### config.mk
export PLATFORM = sky130hd
export DESIGN_NAME = framed_message_receiver_flat
export DESIGN_NICKNAME = d
export VERILOG_FILES = /design/src/rtl/core/fmr_pkg.sv /design/src/rtl/core/fmr_ifs.sv /design/src/rtl/core/fmr_parser.sv /design/src/rtl/core/framed_message_receiver.sv /design/src/flat_wrapper.sv
export SDC_FILE = /design/constraint.sdc
export NUM_CORES = 1
export LEC_CHECK = 0
export BUFFER_PORTS_ARGS = -buffer_cell sky130_fd_sc_hd__buf_2
export CORE_MARGIN = 1.5
export CORE_UTILIZATION = 30
export DETAILED_ROUTE_END_ITERATION = 16
export REMOVE_ABC_BUFFERS = 1
export SLEW_MARGIN = 20
export SYNTH_ARGS = -nofsm -noshare
export SYNTH_HDL_FRONTEND = slang
export SYNTH_SLANG_ARGS = --single-unit
### constraint.sdc
create_clock -name clk -period 3.85 [get_ports clk]
set_input_delay 0.5775 -clock clk [delete_from_list [all_inputs] [get_ports clk]]
set_output_delay 0.5775 -clock clk [all_outputs]
set_load 0.03 [all_outputs]
### src/rtl/core/fmr_pkg.sv
package fmr_pkg;

  // register reset value
  localparam logic [7:0] START_MARKER_RST = 8'd95;

  // checksum base: expected = base - length - data sum
  localparam logic [7:0] CHK_BASE = 8'hFF;

  // receiver phase
  typedef enum logic [1:0] {
    PH_HUNT = 2'd0,
    PH_LEN  = 2'd1,
    PH_BODY = 2'd2
  } phase_t;

  // one result transaction
  typedef struct packed {
    logic       data_valid;
    logic [7:0] data_byte;
    logic [7:0] data_index;
    logic       frame_end;
    logic       checksum_ok;
    logic [7:0] frame_length;
  } result_t;

endpackage

### src/rtl/core/fmr_ifs.sv
// received byte channel
interface fmr_in_if;
  logic       valid;
  logic       ready;
  logic [7:0] rx_byte;

  modport source (output valid, output rx_byte, input ready);
  modport sink (input valid, input rx_byte, output ready);
endinterface

// result channel
interface fmr_out_if;
  logic       valid;
  logic       ready;
  logic       data_valid;
  logic [7:0] data_byte;
  logic [7:0] data_index;
  logic       frame_end;
  logic       checksum_ok;
  logic [7:0] frame_length;

  modport source (output valid, output data_valid, output data_byte, output data_index,
                  output frame_end, output checksum_ok, output frame_length, input ready);
  modport sink (input valid, input data_valid, input data_byte, input data_index,
                input frame_end, input checksum_ok, input frame_length, output ready);
endinterface

// start marker register write channel
interface fmr_cfg_if;
  logic       valid;
  logic       ready;
  logic [7:0] start_marker;

  modport source (output valid, output start_marker, input ready);
  modport sink (input valid, input start_marker, output ready);
endinterface

### src/rtl/core/fmr_parser.sv
module fmr_parser (
  input  logic              clk,
  input  logic              rst_n,
  input  logic              step,
  input  logic [7:0]        rx_byte,
  input  logic [7:0]        start_marker,
  output fmr_pkg::result_t  result
);

  fmr_pkg::phase_t phase_r, phase_nxt;
  logic [7:0] length_r, length_nxt;
  logic [7:0] taken_r, taken_nxt;
  logic [7:0] sum_r, sum_nxt;

  logic [7:0] body_count;
  logic       last_byte;
  logic [7:0] expect_chk;

  // body length in bytes, checksum included
  assign body_count = (length_r <= 8'd2) ? 8'd1 : (length_r - 8'd1);
  assign last_byte  = ({1'b0, taken_r} + 9'd1) >= {1'b0, body_count};
  assign expect_chk = fmr_pkg::CHK_BASE - length_r - sum_r;

  // next state and result for the byte in hand
  always_comb begin
    phase_nxt  = phase_r;
    length_nxt = length_r;
    taken_nxt  = taken_r;
    sum_nxt    = sum_r;
    result     = '0;
    unique case (phase_r)
      fmr_pkg::PH_LEN: begin
        length_nxt          = rx_byte;
        taken_nxt           = '0;
        sum_nxt             = '0;
        phase_nxt           = fmr_pkg::PH_BODY;
        result.frame_length = rx_byte;
      end
      fmr_pkg::PH_BODY: begin
        result.frame_length = length_r;
        if (last_byte) begin
          result.frame_end   = 1'b1;
          result.checksum_ok = (expect_chk == rx_byte);
          phase_nxt          = fmr_pkg::PH_HUNT;
        end else begin
          result.data_valid = 1'b1;
          result.data_byte  = rx_byte;
          result.data_index = taken_r;
          sum_nxt           = sum_r + rx_byte;
          taken_nxt         = taken_r + 8'd1;
        end
      end
      default: begin
        // hunting, and the unused phase code
        phase_nxt = (rx_byte == start_marker) ? fmr_pkg::PH_LEN : fmr_pkg::PH_HUNT;
      end
    endcase
  end

  // frame state
  always_ff @(posedge clk) begin
    if (!rst_n) begin
      phase_r  <= fmr_pkg::PH_HUNT;
      length_r <= '0;
      taken_r  <= '0;
      sum_r    <= '0;
    end else if (step) begin
      phase_r  <= phase_nxt;
      length_r <= length_nxt;
      taken_r  <= taken_nxt;
      sum_r    <= sum_nxt;
    end
  end

endmodule

### src/rtl/core/framed_message_receiver.sv
// Framed message receiver.
// in_bus carries received bytes; every accepted byte yields exactly one
// result transaction on out_bus. A byte equal to the start marker opens a
// frame, the next byte is the length L, then max(L-1,1) body bytes follow,
// the last of them a checksum. Data bytes come out with their index; the
// checksum byte comes out with frame_end and checksum_ok.
// cfg_bus writes the start marker; it is always ready. The marker must be
// written only while no byte is in flight; the block does not enforce it.
// A byte accepted on in_bus passes the input register, then the result
// register, before its result is on out_bus. Throughput: one byte per
// cycle while out_bus does not stall; the frame state update is a compare,
// an 8-bit add and a counter step between those two registers.
// Reset clears the pipeline, returns to hunting and sets the start marker
// to 95. When out_bus stalls, the result register holds; in_bus ready
// follows out_bus ready in the same cycle once the input register is full,
// so at most one byte waits there while the stall lasts.
module framed_message_receiver (
  input logic       clk,
  input logic       rst_n,
  fmr_in_if.sink    in_bus,
  fmr_out_if.source out_bus,
  fmr_cfg_if.sink   cfg_bus
);

  logic       s1_valid_r;
  logic [7:0] s1_byte_r;
  logic       out_valid_r;
  fmr_pkg::result_t out_res_r;
  fmr_pkg::result_t res;
  logic [7:0] start_marker_r;
  logic       adv;

  // stage 1 moves into the result register when that register frees up
  assign adv          = s1_valid_r && (!out_valid_r || out_bus.ready);
  assign in_bus.ready = !s1_valid_r || adv;
  assign cfg_bus.ready = 1'b1;

  // start marker register
  always_ff @(posedge clk) begin
    if (!rst_n) begin
      start_marker_r <= fmr_pkg::START_MARKER_RST;
    end else if (cfg_bus.valid) begin
      start_marker_r <= cfg_bus.start_marker;
    end
  end

  // input register
  always_ff @(posedge clk) begin
    if (!rst_n) begin
      s1_valid_r <= 1'b0;
    end else if (in_bus.ready) begin
      s1_valid_r <= in_bus.valid;
    end
  end

  always_ff @(posedge clk) begin
    if (in_bus.valid && in_bus.ready) begin
      s1_byte_r <= in_bus.rx_byte;
    end
  end

  // frame tracking and result forming
  fmr_parser u_parser (
    .clk          (clk),
    .rst_n        (rst_n),
    .step         (adv),
    .rx_byte      (s1_byte_r),
    .start_marker (start_marker_r),
    .result       (res)
  );

  // result register
  always_ff @(posedge clk) begin
    if (!rst_n) begin
      out_valid_r <= 1'b0;
    end else if (adv) begin
      out_valid_r <= 1'b1;
    end else if (out_bus.ready) begin
      out_valid_r <= 1'b0;
    end
  end

  always_ff @(posedge clk) begin
    if (adv) begin
      out_res_r <= res;
    end
  end

  assign out_bus.valid        = out_valid_r;
  assign out_bus.data_valid   = out_res_r.data_valid;
  assign out_bus.data_byte    = out_res_r.data_byte;
  assign out_bus.data_index   = out_res_r.data_index;
  assign out_bus.frame_end    = out_res_r.frame_end;
  assign out_bus.checksum_ok  = out_res_r.checksum_ok;
  assign out_bus.frame_length = out_res_r.frame_length;

endmodule
### src/flat_wrapper.sv
// flat-port wrapper written by rule: the top's interface ports become plain ports
module framed_message_receiver_flat 
  (clk, rst_n, in_bus_valid, in_bus_rx_byte, in_bus_ready, out_bus_valid, out_bus_data_valid, out_bus_data_byte, out_bus_data_index, out_bus_frame_end, out_bus_checksum_ok, out_bus_frame_length, out_bus_ready, cfg_bus_valid, cfg_bus_start_marker, cfg_bus_ready);
  fmr_in_if in_bus_i ();
  fmr_out_if out_bus_i ();
  fmr_cfg_if cfg_bus_i ();
  input logic clk;
  input logic rst_n;
  input wire logic [$bits(in_bus_i.valid)-1:0] in_bus_valid;
  input wire logic [$bits(in_bus_i.rx_byte)-1:0] in_bus_rx_byte;
  output wire logic [$bits(in_bus_i.ready)-1:0] in_bus_ready;
  output wire logic [$bits(out_bus_i.valid)-1:0] out_bus_valid;
  output wire logic [$bits(out_bus_i.data_valid)-1:0] out_bus_data_valid;
  output wire logic [$bits(out_bus_i.data_byte)-1:0] out_bus_data_byte;
  output wire logic [$bits(out_bus_i.data_index)-1:0] out_bus_data_index;
  output wire logic [$bits(out_bus_i.frame_end)-1:0] out_bus_frame_end;
  output wire logic [$bits(out_bus_i.checksum_ok)-1:0] out_bus_checksum_ok;
  output wire logic [$bits(out_bus_i.frame_length)-1:0] out_bus_frame_length;
  input wire logic [$bits(out_bus_i.ready)-1:0] out_bus_ready;
  input wire logic [$bits(cfg_bus_i.valid)-1:0] cfg_bus_valid;
  input wire logic [$bits(cfg_bus_i.start_marker)-1:0] cfg_bus_start_marker;
  output wire logic [$bits(cfg_bus_i.ready)-1:0] cfg_bus_ready;
  assign in_bus_i.valid = in_bus_valid;
  assign in_bus_i.rx_byte = in_bus_rx_byte;
  assign in_bus_ready = in_bus_i.ready;
  assign out_bus_valid = out_bus_i.valid;
  assign out_bus_data_valid = out_bus_i.data_valid;
  assign out_bus_data_byte = out_bus_i.data_byte;
  assign out_bus_data_index = out_bus_i.data_index;
  assign out_bus_frame_end = out_bus_i.frame_end;
  assign out_bus_checksum_ok = out_bus_i.checksum_ok;
  assign out_bus_frame_length = out_bus_i.frame_length;
  assign out_bus_i.ready = out_bus_ready;
  assign cfg_bus_i.valid = cfg_bus_valid;
  assign cfg_bus_i.start_marker = cfg_bus_start_marker;
  assign cfg_bus_ready = cfg_bus_i.ready;
  framed_message_receiver u_core (.clk(clk), .rst_n(rst_n), .in_bus(in_bus_i), .out_bus(out_bus_i), .cfg_bus(cfg_bus_i));
endmodule
Yosys cells after proc, flatten, opt, wreduce, memory -nomap -nowiden
Cells that the tools add are included.

Register bits after elaboration: 71. Input port bits: 21. Output and inout bits: 30.

$add $sub $neg: 6. Order comparisons: 2. Eq/ne operators: 6. Multiplexer cells: 13. Bitwise logic cells: 1. Reduce and logical (&&, ||, !) cells: 13.

Operator list (number): one-hot mux 8 bit (2 select lines) (3); two-way mux 8 bit (3); two-way mux 17 bit (1); equality test 8 bit (2); adder 8 x 1 -> 9 bit, second input constant (1); >= comparator 9 x 8 -> 1 bit (1); adder 8 x 1 -> 8 bit, second input constant (1); adder 8 bit (1); less-or-equal comparator 8 x 2 -> 1 bit, second input constant (1); subtractor 8 x 1 -> 8 bit, second input constant (1); subtractor 8 bit (1); subtractor 8 bit, first input constant (1); AND reduction 2 bit (3); two-way mux 2 bit (2); != test 2 bit, second input constant (2); one-hot mux 2 bit (2 select lines) (1); nonzero test 2 bit (2); two-way mux 1 bit (3); AND reduction 3 bit (1); equality test 2 x 1 -> 1 bit, second input constant (1); equality test 2 bit, second input constant (1); logical AND 1 bit (2); logical NOT 1 bit (2); logical OR 1 bit (2); 2 further kinds (2).

Logic depth before layout (Yosys ltp)
Gate-level depths: netlist of the first run.

Depth in word-level cells: 5. Mapped depth: 14. Gate-level depth less buffers: 13.

Hierarchy
From an unflattened synthesis of the first run, not the netlist that was laid out.

Cell total of the unflattened synthesis: 401. Area, all modules: 4033.9 sq um.

Modules (own cells, without submodules): fmr_parser (instances 1, cells each 329, area an instance 2596.2 sq um); framed_message_receiver (instances 1, cells each 72, area an instance 1437.6 sq um).

Worst setup path before layout of the first run
No wires, ideal clock.

Path type: register to register. Start: register u_core.u_parser.taken_r[0]. End: register u_core.u_parser.taken_r[5]. Setup time: 0.128 ns. Arrival: 2.680 ns. Data required time: 3.722 ns. Setup slack: 1.042 ns. Cell stages (with the launch flop): 13. Path through: dfxtp_1 -> ha_1 -> nand3_2 -> and2_1 -> or2_2 -> ha_1 -> a21oi_1 -> nor2b_1 -> or4_4 -> o21a_2 -> buf_6 -> a22oi_2 -> nor2_1.

Cells in the longest elaborated chain, start to end: 4.

RTL lines: start, declared (RTL line fmr_parser.sv:12) `logic [7:0] taken_r, taken_nxt;`; start signal, assigned (RTL line fmr_parser.sv:70) `taken_r <= taken_nxt;`; adder 8 x 1 -> 9 bit (RTL line fmr_parser.sv:21) `assign last_byte = ({1'b0, taken_r} + 9'd1) >= {1'b0, body_count};`; >= comparator 9 x 8 -> 1 bit (RTL line fmr_parser.sv:21); != test 2 bit (no line); AND reduction 3 bit (no line).

Parallel ways exist; a longest one is shown, timed or not. The select of a mux whose other input is x is not followed. A chain may end at the register's enable or synchronous reset.

Final worst setup path of the first run
Start: register u_core.u_parser.length_r[5]. End: register u_core.u_parser.sum_r[7].

Cells in the longest elaborated chain, start to end: 5.

RTL lines: start, declared (RTL line fmr_parser.sv:11) `logic [7:0] length_r, length_nxt;`; start signal, assigned (RTL line fmr_parser.sv:69) `length_r <= length_nxt;`; subtractor 8 x 1 -> 8 bit or less-or-equal comparator 8 x 2 -> 1 bit (tied branches) (RTL line fmr_parser.sv:20) `assign body_count = (length_r <= 8'd2) ? 8'd1 : (length_r - 8'd1);`; two-way mux 8 bit * (RTL line fmr_parser.sv:20); >= comparator 9 x 8 -> 1 bit * (RTL line fmr_parser.sv:21); != test 2 bit (no line) *; AND reduction 3 bit (no line) *; end signal, assigned (RTL line fmr_parser.sv:71) `sum_r <= sum_nxt;`; end, declared (RTL line fmr_parser.sv:13) `logic [7:0] sum_r, sum_nxt;`.

Mark *: on every way between the ends. The rest lies on a longest branch, timed or not.

==> flow_summary.json, run 1 <==
{
  "path_class": "register to register",
  "regArea_um2": 1770,
  "fmax_ghz": 0.312,
  "vias": 2908,
  "timing.setup.tns_ns": 0,
  "cts-resized-gates": 0,
  "drc": 0,
  "worst_slew_pin_slew_ns": 1.01,
  "dp_hpwl_mm": 6.39,
  "reg2regPathDepth": 12,
  "final_cell_mix": "49 x buf_2, 43 x nor2_1, 36 x dfxtp_1, 35 x edfxtp_1",
  "areaGrowthSynthToFinish_pct": 17.4,
  "drv_slew": 0,
  "synth_edf_count": 35,
  "drive_above_1_share_pct": 16.6,
  "syn_inst": 390,
  "critPathRequiredTime_ns": 4.09,
  "post-route-min-period_ns": 3.20,
  "setup_viol": 0,
  "regToRegSetupSlack_ns": 0.65,
  "clockRootBuffer": "clkbuf_16",
  "fin_area_um2": 4550,
  "routed_via_density": 4.75,
  "design.die.area_um2": 13600,
  "post_cts_buffers": 0,
  "ys_ff_latch": 71,
  "crit_family": "simple AND/OR/NAND/NOR gates",
  "yosysWarnings": 0,
  "synthArstFlopShare_pct": 0,
  "path_cells": "inv_1, nand3_1, nor3_1, nor3_1, a21oi_1, ha_1, and3_1, nor2b_1, or4_4, nor2_4, nand4b_1, a31oi_1",
  "nets": 485,
  "pin_count": 51,
  "power_density_nw_per_um2": 380,
  "cpMostUsedCell": "nor3_1",
  "rows": 41,
  "grt_pass1_wl_mm": 13.7,
  "crit_path_max_incr_delay_ns": 0.46,
  "die_h_um": 117,
  "cts_made_buffers": 9,
  "antenna_found_initial": 0,
  "coreArea_um2": 12600,
  "worst_r2r_startpoint": "u_core.u_parser.length_r[5]$_SDFFE_PN0P_",
  "fillers": 1313,
  "tritoncts": "yes",
  "end_kind": "register",
  "outcome": "finished, final reports clean",
  "routedWlPerCell_um": 14.1,
  "crit_cells": 12,
  "dp_worst_setup_slack_ns": 0.617,
  "worst-path-max-fanout": 15,
  "drt_wl_total_mm": 8.64,
  "relSlewSlack_pct": 32.5,
  "place_area_um2": 4260,
  "ys_types": 45,
  "whs_path_depth": 1,
  "ant_nets": 0,
  "die_x_um": 117,
  "critPathCapture": "u_core.u_parser.sum_r[7]$_SDFFE_PN0P_",
  "grt_pass1_vias": 2846,
  "timing.rr.end": "u_core.u_parser.sum_r[7]$_SDFFE_PN0P_",
  "p_leak_nw": 1.80,
  "vdd_drop_max_uv": 178,
  "critPathLaunch": "u_core.u_parser.length_r[5]$_SDFFE_PN0P_",
  "grtUsageTotal_pct": 13.4,
  "grt_max_degree": 30,
  "slowest_stage": "or4_4",
  "clock_path_buffers": 2,
  "rsz0062_at_grt": "no",
  "crit_buf_inv": 1,
  "ys_seq_area_share_pct": 45.7,
  "critPathLaunchType": "register",
  "first_pass_iters": 4,
  "fin_ws_ns": 0.649,
  "clk_latency_ns": 0.34,
  "hp-class": "primary input to register",
  "diodes": 0,
  "portBuffers": 49,
  "first_iter_violations": 103,
  "final_common_cell": "buf_2",
  "clkSlewWorstSetupHoldPaths_ns": 0.06,
  "ys.flop_type": "dfxtp_1",
  "start_util_pct": 30.7,
  "postCtsHoldBufs": 0,
  "syn-cell-area_um2": 3870,
  "hold_viol_final": 0,
  "synth.avg_cell_area_um2": 9.93,
  "fin_crit_sh_pct": 83.1,
  "overflow": 0,
  "maxCapViolCount": 0,
  "htreeDepth": 3,
  "gp_congestion": 0.848,
  "numClockSinks": 71,
  "multiInputGateArea_um2": 1940,
  "cp_data_arrival_time_ns": 3.45,
  "skew_ns": 0.00745
}
==> registers in the layout, summed over array words and instances, names as in the netlist <==
name and flops:
u_core.s1_valid_r 1, u_core.u_parser.sum_r 8, u_core.out_bus.frame_end 1, u_core.u_parser.length_r 8, u_core.u_parser.taken_r 8, u_core.out_bus.data_byte 8
u_core.start_marker_r 8, u_core.s1_byte_r 8, u_core.out_bus.frame_length 8, u_core.u_parser.phase_r 2, u_core.out_bus.checksum_ok 1, u_core.out_bus.valid 1
u_core.out_bus.data_index 8, u_core.out_bus.data_valid 1
==> synthesized netlist by cell type, drive strengths merged, types with 3 or more instances <==
master  count  share of area (%)
a21oi      22                2.8
a22oi      14                3.1
and2       20                3.2
buf         6                1.1
clkbuf     10               0.97
dfxtp      36                 19
edfxtp     35                 27
ha         27                8.7
inv        22                2.1
mux2i      17                4.4
nand2      27                2.6
nand3      14                1.9
nand3b      4               0.78
nand4       5               0.81
nand4b      3               0.68
nor2       44                4.5
nor2b       6               0.97
nor3       10                1.3
nor4        3               0.48
o21a        3               0.61
o21ai       8                1.0
xnor2      22                5.0
xor2       12                2.7
==> cells by family after synthesis <==
logic type | count (synthesis) | share of synthesized area [%]
adders and majority gates | 29 | 9.75
xor gates and xnor gates | 34 | 7.69
buffers and inverters | 38 | 4.20
AOI/OAI and AO/OA | 57 | 9.63
other | 1 | 0.0968
DFF | 71 | 45.7
muxes | 17 | 4.39
and+or+nand+nor | 143 | 18.5
==> how the worst min path moves through the flow <==
stage,slack [ns],start,to
after floorplan,0.45,u_core.u_parser.sum_r[4]$_SDFFE_PN0P_,u_core.u_parser.sum_r[4]$_SDFFE_PN0P_
after global placement,0.46,u_core.u_parser.phase_r[0]$_SDFFE_PN0P_,u_core.u_parser.phase_r[0]$_SDFFE_PN0P_
after detailed placement,0.48,u_core.u_parser.phase_r[0]$_SDFFE_PN0P_,u_core.u_parser.phase_r[0]$_SDFFE_PN0P_
after CTS,0.41,in_bus_rx_byte[3],u_core.s1_byte_r[3]$_DFFE_PP_
after global routing,0.41,in_bus_rx_byte[1],u_core.s1_byte_r[1]$_DFFE_PP_
final,0.41,in_bus_rx_byte[5],u_core.s1_byte_r[5]$_DFFE_PP_
==> final cells by class <==
type,count,area share (%)
Sequential cell,71,39.0
Inverter,22,1.82
Clock buffer,13,5.94
Timing Repair Buffer,50,5.56
Tap cell,172,4.73
Clock inverter,3,0.358
Multi-Input combinational cell,281,42.6
==> worst reg2reg max path, delay by kind of cell, from the launching register on <==
family	cells	cell delay [ns]
AO/OA/AOI/OAI	2	0.36
adder cells (fa/ha/maj)	1	0.26
AND/OR/NAND/NOR	8	2.00
buffers and inverters	1	0.18
flip-flops	1	0.32
==> stage by stage <==
step                      cells  util, %  hold WS (ns)  power [mW]
after floorplan             374        -         0.449       0.914
after global placement      596     33.8         0.465       0.955
after detailed placement    596     33.8         0.482       0.958
after CTS                   612     36.0         0.408        1.75
after global routing        612     36.0         0.407        1.79
final                       612     36.0         0.415        1.73
==> routing by layer <==
metal | up-vias | wire length, um | track usage, %
met2 | 81 | 4190 | 21.9
li1 | 1455 | - | -
met5 | - | 0 | 0
met1 | 1354 | 3700 | 16.3
met4 | 0 | 246 | 6.75
met3 | 18 | 509 | 3.63
==> power breakdown <==
group	total, mW	switching (mW)	leakage (nW)	internal [mW]
Sequential	0.836	0.0206	0.625	0.815
Clock	0.788	0.303	0.139	0.485
Combinational	0.104	0.0658	1.04	0.0378
No activity file was read; power rests on OpenSTA's default activity.
==> run 2, diff against run 1 <==
- clock period: 3.85 -> 3.13 ns (I/O delays scaled with it)
==> run 2 against run 1 <==
Compared with the run above: sequential share of layout area down 0.77 points; combinational power is 24% higher; largest power group unchanged; power up 25%; largest cell class unchanged; cell count up 1.3%.
==> flow_summary.json, run 2 (synthesis results as in run 1) <==
{
  "outcome": "finished, final reports clean",
  "cpMostUsedCell": "a21oi_1",
  "ant_nets": 0,
  "diodes": 0,
  "numClockSinks": 71,
  "setup_viol": 0,
  "drt_wl_total_mm": 8.75,
  "final_common_cell": "buf_2",
  "path_cells": "ha_2, nand3_2, and2_1, or2_2, ha_1, a21oi_1, nor2b_1, or4_4, o21a_4, o21ai_1, a21oi_1",
  "relSlewSlack_pct": 38.1,
  "worst-path-max-fanout": 16,
  "multiInputGateArea_um2": 1950,
  "drive_above_1_share_pct": 18.5,
  "crit_family": "simple AND/OR/NAND/NOR gates",
  "final_cell_mix": "49 x buf_2, 43 x nor2_1, 36 x dfxtp_1, 35 x edfxtp_1, 27 x nand2_1",
  "clock_path_buffers": 2,
  "vias": 2921,
  "nets": 493,
  "grt_pass1_wl_mm": 13.2,
  "die_h_um": 117,
  "clockRootBuffer": "clkbuf_16",
  "fin_crit_sh_pct": 94.1,
  "dp_hpwl_mm": 6.63,
  "overflow": 0,
  "design.die.area_um2": 13600,
  "grtUsageTotal_pct": 13.1,
  "fmax_ghz": 0.339,
  "cp_data_arrival_time_ns": 3.12,
  "grt_pass1_vias": 2660,
  "p_leak_nw": 1.85,
  "end_kind": "register",
  "start_util_pct": 30.7,
  "grt_max_degree": 30,
  "areaGrowthSynthToFinish_pct": 19.8,
  "rows": 41,
  "gp_congestion": 0.901,
  "power_density_nw_per_um2": 465,
  "timing.setup.tns_ns": 0,
  "crit_buf_inv": 0,
  "worst_slew_pin_slew_ns": 0.928,
  "hp-class": "primary input to register",
  "maxCapViolCount": 0,
  "rsz0062_at_grt": "no",
  "power_mw": 2.16,
  "coreArea_um2": 12600,
  "post-route-min-period_ns": 2.95,
  "critPathRequiredTime_ns": 3.30,
  "fillers": 1294,
  "drv_slew": 0,
  "routedWlPerCell_um": 14.1,
  "critPathLaunchType": "register",
  "pin_count": 51,
  "htreeDepth": 3,
  "clkSlewWorstSetupHoldPaths_ns": 0.05,
  "antenna_found_initial": 0,
  "cts_made_buffers": 9,
  "portBuffers": 49,
  "tritoncts": "yes",
  "routed_via_density": 4.71,
  "crit_path_max_incr_delay_ns": 0.46,
  "vdd_drop_max_uv": 232,
  "postCtsHoldBufs": 0,
  "first_iter_violations": 152,
  "drc": 0,
  "regArea_um2": 1770,
  "hold_viol_final": 0,
  "first_pass_iters": 4,
  "skew_ns": 0.00433,
  "clk_latency_ns": 0.33,
  "die_x_um": 117,
  "path_class": "register to register",
  "slowest_stage": "or4_4"
}
[run 2: what timing repair did]
item,in CTS,in global routing
hold endpoints to repair,0,0
pin swaps,0,1
setup buffers,0,1
setup endpoints to repair,1,19
resized for setup,1,3
[run 2: stage by stage]
step / hold WS [ns] / util [%] / setup slack (ns) / instance area (um2) / std cells
3_3_place_gp: 0.466 / 34.2 / 0.0461 / 4310 / 603
4_1_cts: 0.293 / 36.5 / 0.0593 / 4610 / 619
3_5_place_dp: 0.474 / 34.2 / 0.000362 / 4310 / 603
2_1_floorplan: 0.449 / - / 0.330 / 3790 / 374
5_1_grt: 0.294 / 36.8 / 0.00177 / 4640 / 620
6_report: 0.309 / 36.8 / 0.183 / 4640 / 620
[run 2: worst register-to-register path: stages (launching register included)]
cell and delay [ns]:
dfxtp_1 0.41, ha_2 0.26, nand3_2 0.11, and2_1 0.19, or2_2 0.29, ha_1 0.33, a21oi_1 0.14, nor2b_1 0.07
or4_4 0.46, o21a_4 0.31, o21ai_1 0.15, a21oi_1 0.07
[run 2: layout make-up]
class,count,share of cell area [%]
clock buffer,12,5.31
clock inverter,4,0.971
inverter,22,1.78
multi-input combinational,281,42.1
sequential,71,38.2
tap,172,4.64
timing repair buffer,58,7.01
[run 2: report_power, final]
group / total, mW / switching [mW] / internal [mW]
registers: 1.03 / 0.0248 / 1.00
logic: 0.129 / 0.0814 / 0.0475
clock network: 1.00 / 0.368 / 0.634
[run 2: routing by layer]
| layer | vias to the layer above | global-route usage (%) | share of wire (%) |
|---|---|---|---|
| met5 | - | 0 | 0 |
| met4 | 0 | 6.83 | 2.8 |
| met3 | 17 | 3.58 | 3.8 |
| met2 | 72 | 22.0 | 50 |
| met1 | 1365 | 15.4 | 43 |
| li1 | 1467 | - | - |
[run 2: final timing paths]
kind	slack, ns	endpoint	cells after the start	from
worst min register to register	0.48	u_core.u_parser.sum_r[5]$_SDFFE_PN0P_	2	u_core.u_parser.sum_r[5]$_SDFFE_PN0P_
worst min-delay path	0.31	u_core.s1_byte_r[3]$_DFFE_PP_	1	in_bus_rx_byte[3]
worst max-delay path	0.18	u_core.u_parser.taken_r[2]$_SDFFE_PN0P_	11	u_core.u_parser.taken_r[0]$_SDFFE_PN0P_
worst max register to register	0.18	u_core.u_parser.taken_r[2]$_SDFFE_PN0P_	11	u_core.u_parser.taken_r[0]$_SDFFE_PN0P_
==> run 3, diff against run 2 <==
- CORE_MARGIN: 1.5 -> 2
==> run 3 against run 2 <==
Compared with the run above: core utilization is 0.19 points higher; cell count is 0.16% higher; sequential cell count stayed put; global-route usage is 0.29 points higher; via count is 0.65% higher; register-to-register slack hardly changed; power is 3.1% higher; critical endpoint unchanged.
==> flow_summary.json, run 3 (synthesis results as in run 1) <==
{
  "vdd_drop_max_uv": 216,
  "path_class": "register to register",
  "timing.rr.end": "u_core.u_parser.taken_r[2]$_SDFFE_PN0P_",
  "tritoncts": "yes",
  "critPathRequiredTime_ns": 3.31,
  "power_density_nw_per_um2": 477,
  "antenna_found_initial": 0,
  "rsz0062_at_grt": "no",
  "clk_latency_ns": 0.34,
  "numClockSinks": 71,
  "die_h_um": 118,
  "fmax_ghz": 0.341,
  "coreArea_um2": 12600,
  "regToRegSetupSlack_ns": 0.19,
  "dp_hpwl_mm": 6.70,
  "overflow": 0,
  "hold_viol_final": 0,
  "post-route-min-period_ns": 2.94,
  "end_kind": "register",
  "drt_wl_total_mm": 8.98,
  "reg2regPathDepth": 11,
  "final_cell_mix": "49 x buf_2, 43 x nor2_1, 35 x edfxtp_1, 35 x dfxtp_1, 27 x nand2_1",
  "grt_pass1_vias": 2949,
  "design.die.area_um2": 13800,
  "pin_count": 51,
  "first_pass_iters": 4,
  "timing.setup.tns_ns": 0,
  "hp-class": "primary input to register",
  "postCtsHoldBufs": 0,
  "start_util_pct": 30.7,
  "clock_path_buffers": 2,
  "grt_max_degree": 30,
  "skew_ns": 0.00711,
  "p_leak_nw": 1.86,
  "routedWlPerCell_um": 14.5,
  "gp_congestion": 0.921,
  "whs_ns": 0.307,
  "path_cells": "ha_2, nand3_2, nor2_1, xor2_1, ha_1, and3_1, nor2b_1, or4_4, o21a_4, o21ai_1, a21oi_1",
  "slowest_stage": "or4_4",
  "crit_path_max_incr_delay_ns": 0.46,
  "fillers": 1294,
  "instances_no_fill": 621,
  "drive_above_1_share_pct": 18.7,
  "portBuffers": 49,
  "clockRootBuffer": "clkbuf_16",
  "die_x_um": 118,
  "htreeDepth": 3,
  "rows": 41,
  "worst_r2r_startpoint": "u_core.u_parser.taken_r[1]$_SDFFE_PN0P_",
  "areaGrowthSynthToFinish_pct": 20.4,
  "nets": 494,
  "worstHoldStart": "in_bus_rx_byte[0]",
  "worst-path-max-fanout": 16,
  "critPathLaunch": "u_core.u_parser.taken_r[1]$_SDFFE_PN0P_",
  "drc": 0,
  "diodes": 0,
  "worst_slew_pin_slew_ns": 0.965,
  "relSlewSlack_pct": 35.6,
  "critPathLaunchType": "register",
  "grtUsageTotal_pct": 13.4,
  "setup_viol": 0,
  "ant_nets": 0,
  "drv_slew": 0,
  "place_inst": 603,
  "clkSlewWorstSetupHoldPaths_ns": 0.06,
  "whs_path_depth": 1,
  "critPathCapture": "u_core.u_parser.taken_r[2]$_SDFFE_PN0P_",
  "maxCapViolCount": 0,
  "cp_data_arrival_time_ns": 3.11,
  "routed_via_density": 4.73,
  "final_common_cell": "buf_2",
  "fin_crit_sh_pct": 93.8,
  "cts_made_buffers": 9,
  "vias": 2940,
  "outcome": "finished, final reports clean",
  "first_iter_violations": 136,
  "grt_pass1_wl_mm": 14.5
}
[run 3: cell types whose count changed in the layout (fill, tap and decap cells not counted), sizes merged]
cell	previous run	this run
buf	58	59
clkinv	3	2
bufinv	1	2
[run 3: routing by layer]
layer  up-vias  track usage, %  wire, um
li1       1468               -         -
met1      1361            15.7      3880
met2        85            22.2      4320
met3        26            2.76       370
met4         0            8.66       399
met5         -               0         0
[run 3: what timing repair did]
item,in CTS,in global routing
endpoints found under the setup margin,0,18
resized for setup,0,4
setup buffers,0,2
[run 3: worst max-delay path: cells and delay by family, from the launching register on]
family,cells,cell delay (ns)
adders and majority gates,2,0.54
AOI/OAI and AO/OA,3,0.53
xor gates and xnor gates,1,0.25
and+or+nand+nor,5,1.08
DFF,1,0.38
[run 3: layout make-up]
class | count | area (um2) | area share, %
Timing Repair Buffer | 59 | 333 | 7.14
Multi-Input combinational cell | 281 | 1950 | 41.9
Clock buffer | 12 | 236 | 5.07
Inverter | 22 | 82.6 | 1.77
Tap cell | 172 | 215 | 4.61
Sequential cell | 71 | 1770 | 38.0
Clock inverter | 4 | 70.1 | 1.50
[run 3: metrics by stage]
step | area (um2) | utilization [%] | setup WS [ns] | power [mW]
4_1_cts | 4620 | 36.6 | 0.0482 | 2.26
3_3_place_gp | 4310 | 34.2 | 0.129 | 1.17
2_1_floorplan | 3790 | - | 0.330 | 1.12
5_1_grt | 4660 | 37.0 | 0.00156 | 2.30
3_5_place_dp | 4310 | 34.2 | 0.0668 | 1.18
6_report | 4660 | 37.0 | 0.194 | 2.23
[run 3: how the worst min path moves through the flow]
stage / endpoint / slack (ns)
after floorplan: u_core.u_parser.sum_r[4]$_SDFFE_PN0P_ / 0.45
after global placement: u_core.u_parser.phase_r[0]$_SDFFE_PN0P_ / 0.46
after detailed placement: u_core.u_parser.phase_r[0]$_SDFFE_PN0P_ / 0.48
after CTS: u_core.s1_byte_r[0]$_DFFE_PP_ / 0.29
after global routing: u_core.s1_byte_r[6]$_DFFE_PP_ / 0.30
final: u_core.s1_byte_r[0]$_DFFE_PP_ / 0.31
[run 3: power by group]
part / switching, mW / total (mW) / internal (mW) / leakage [nW]
logic: 0.0815 / 0.128 / 0.0466 / 1.09
registers: 0.0256 / 1.03 / 1.00 / 0.625
clock network: 0.375 / 1.07 / 0.695 / 0.151
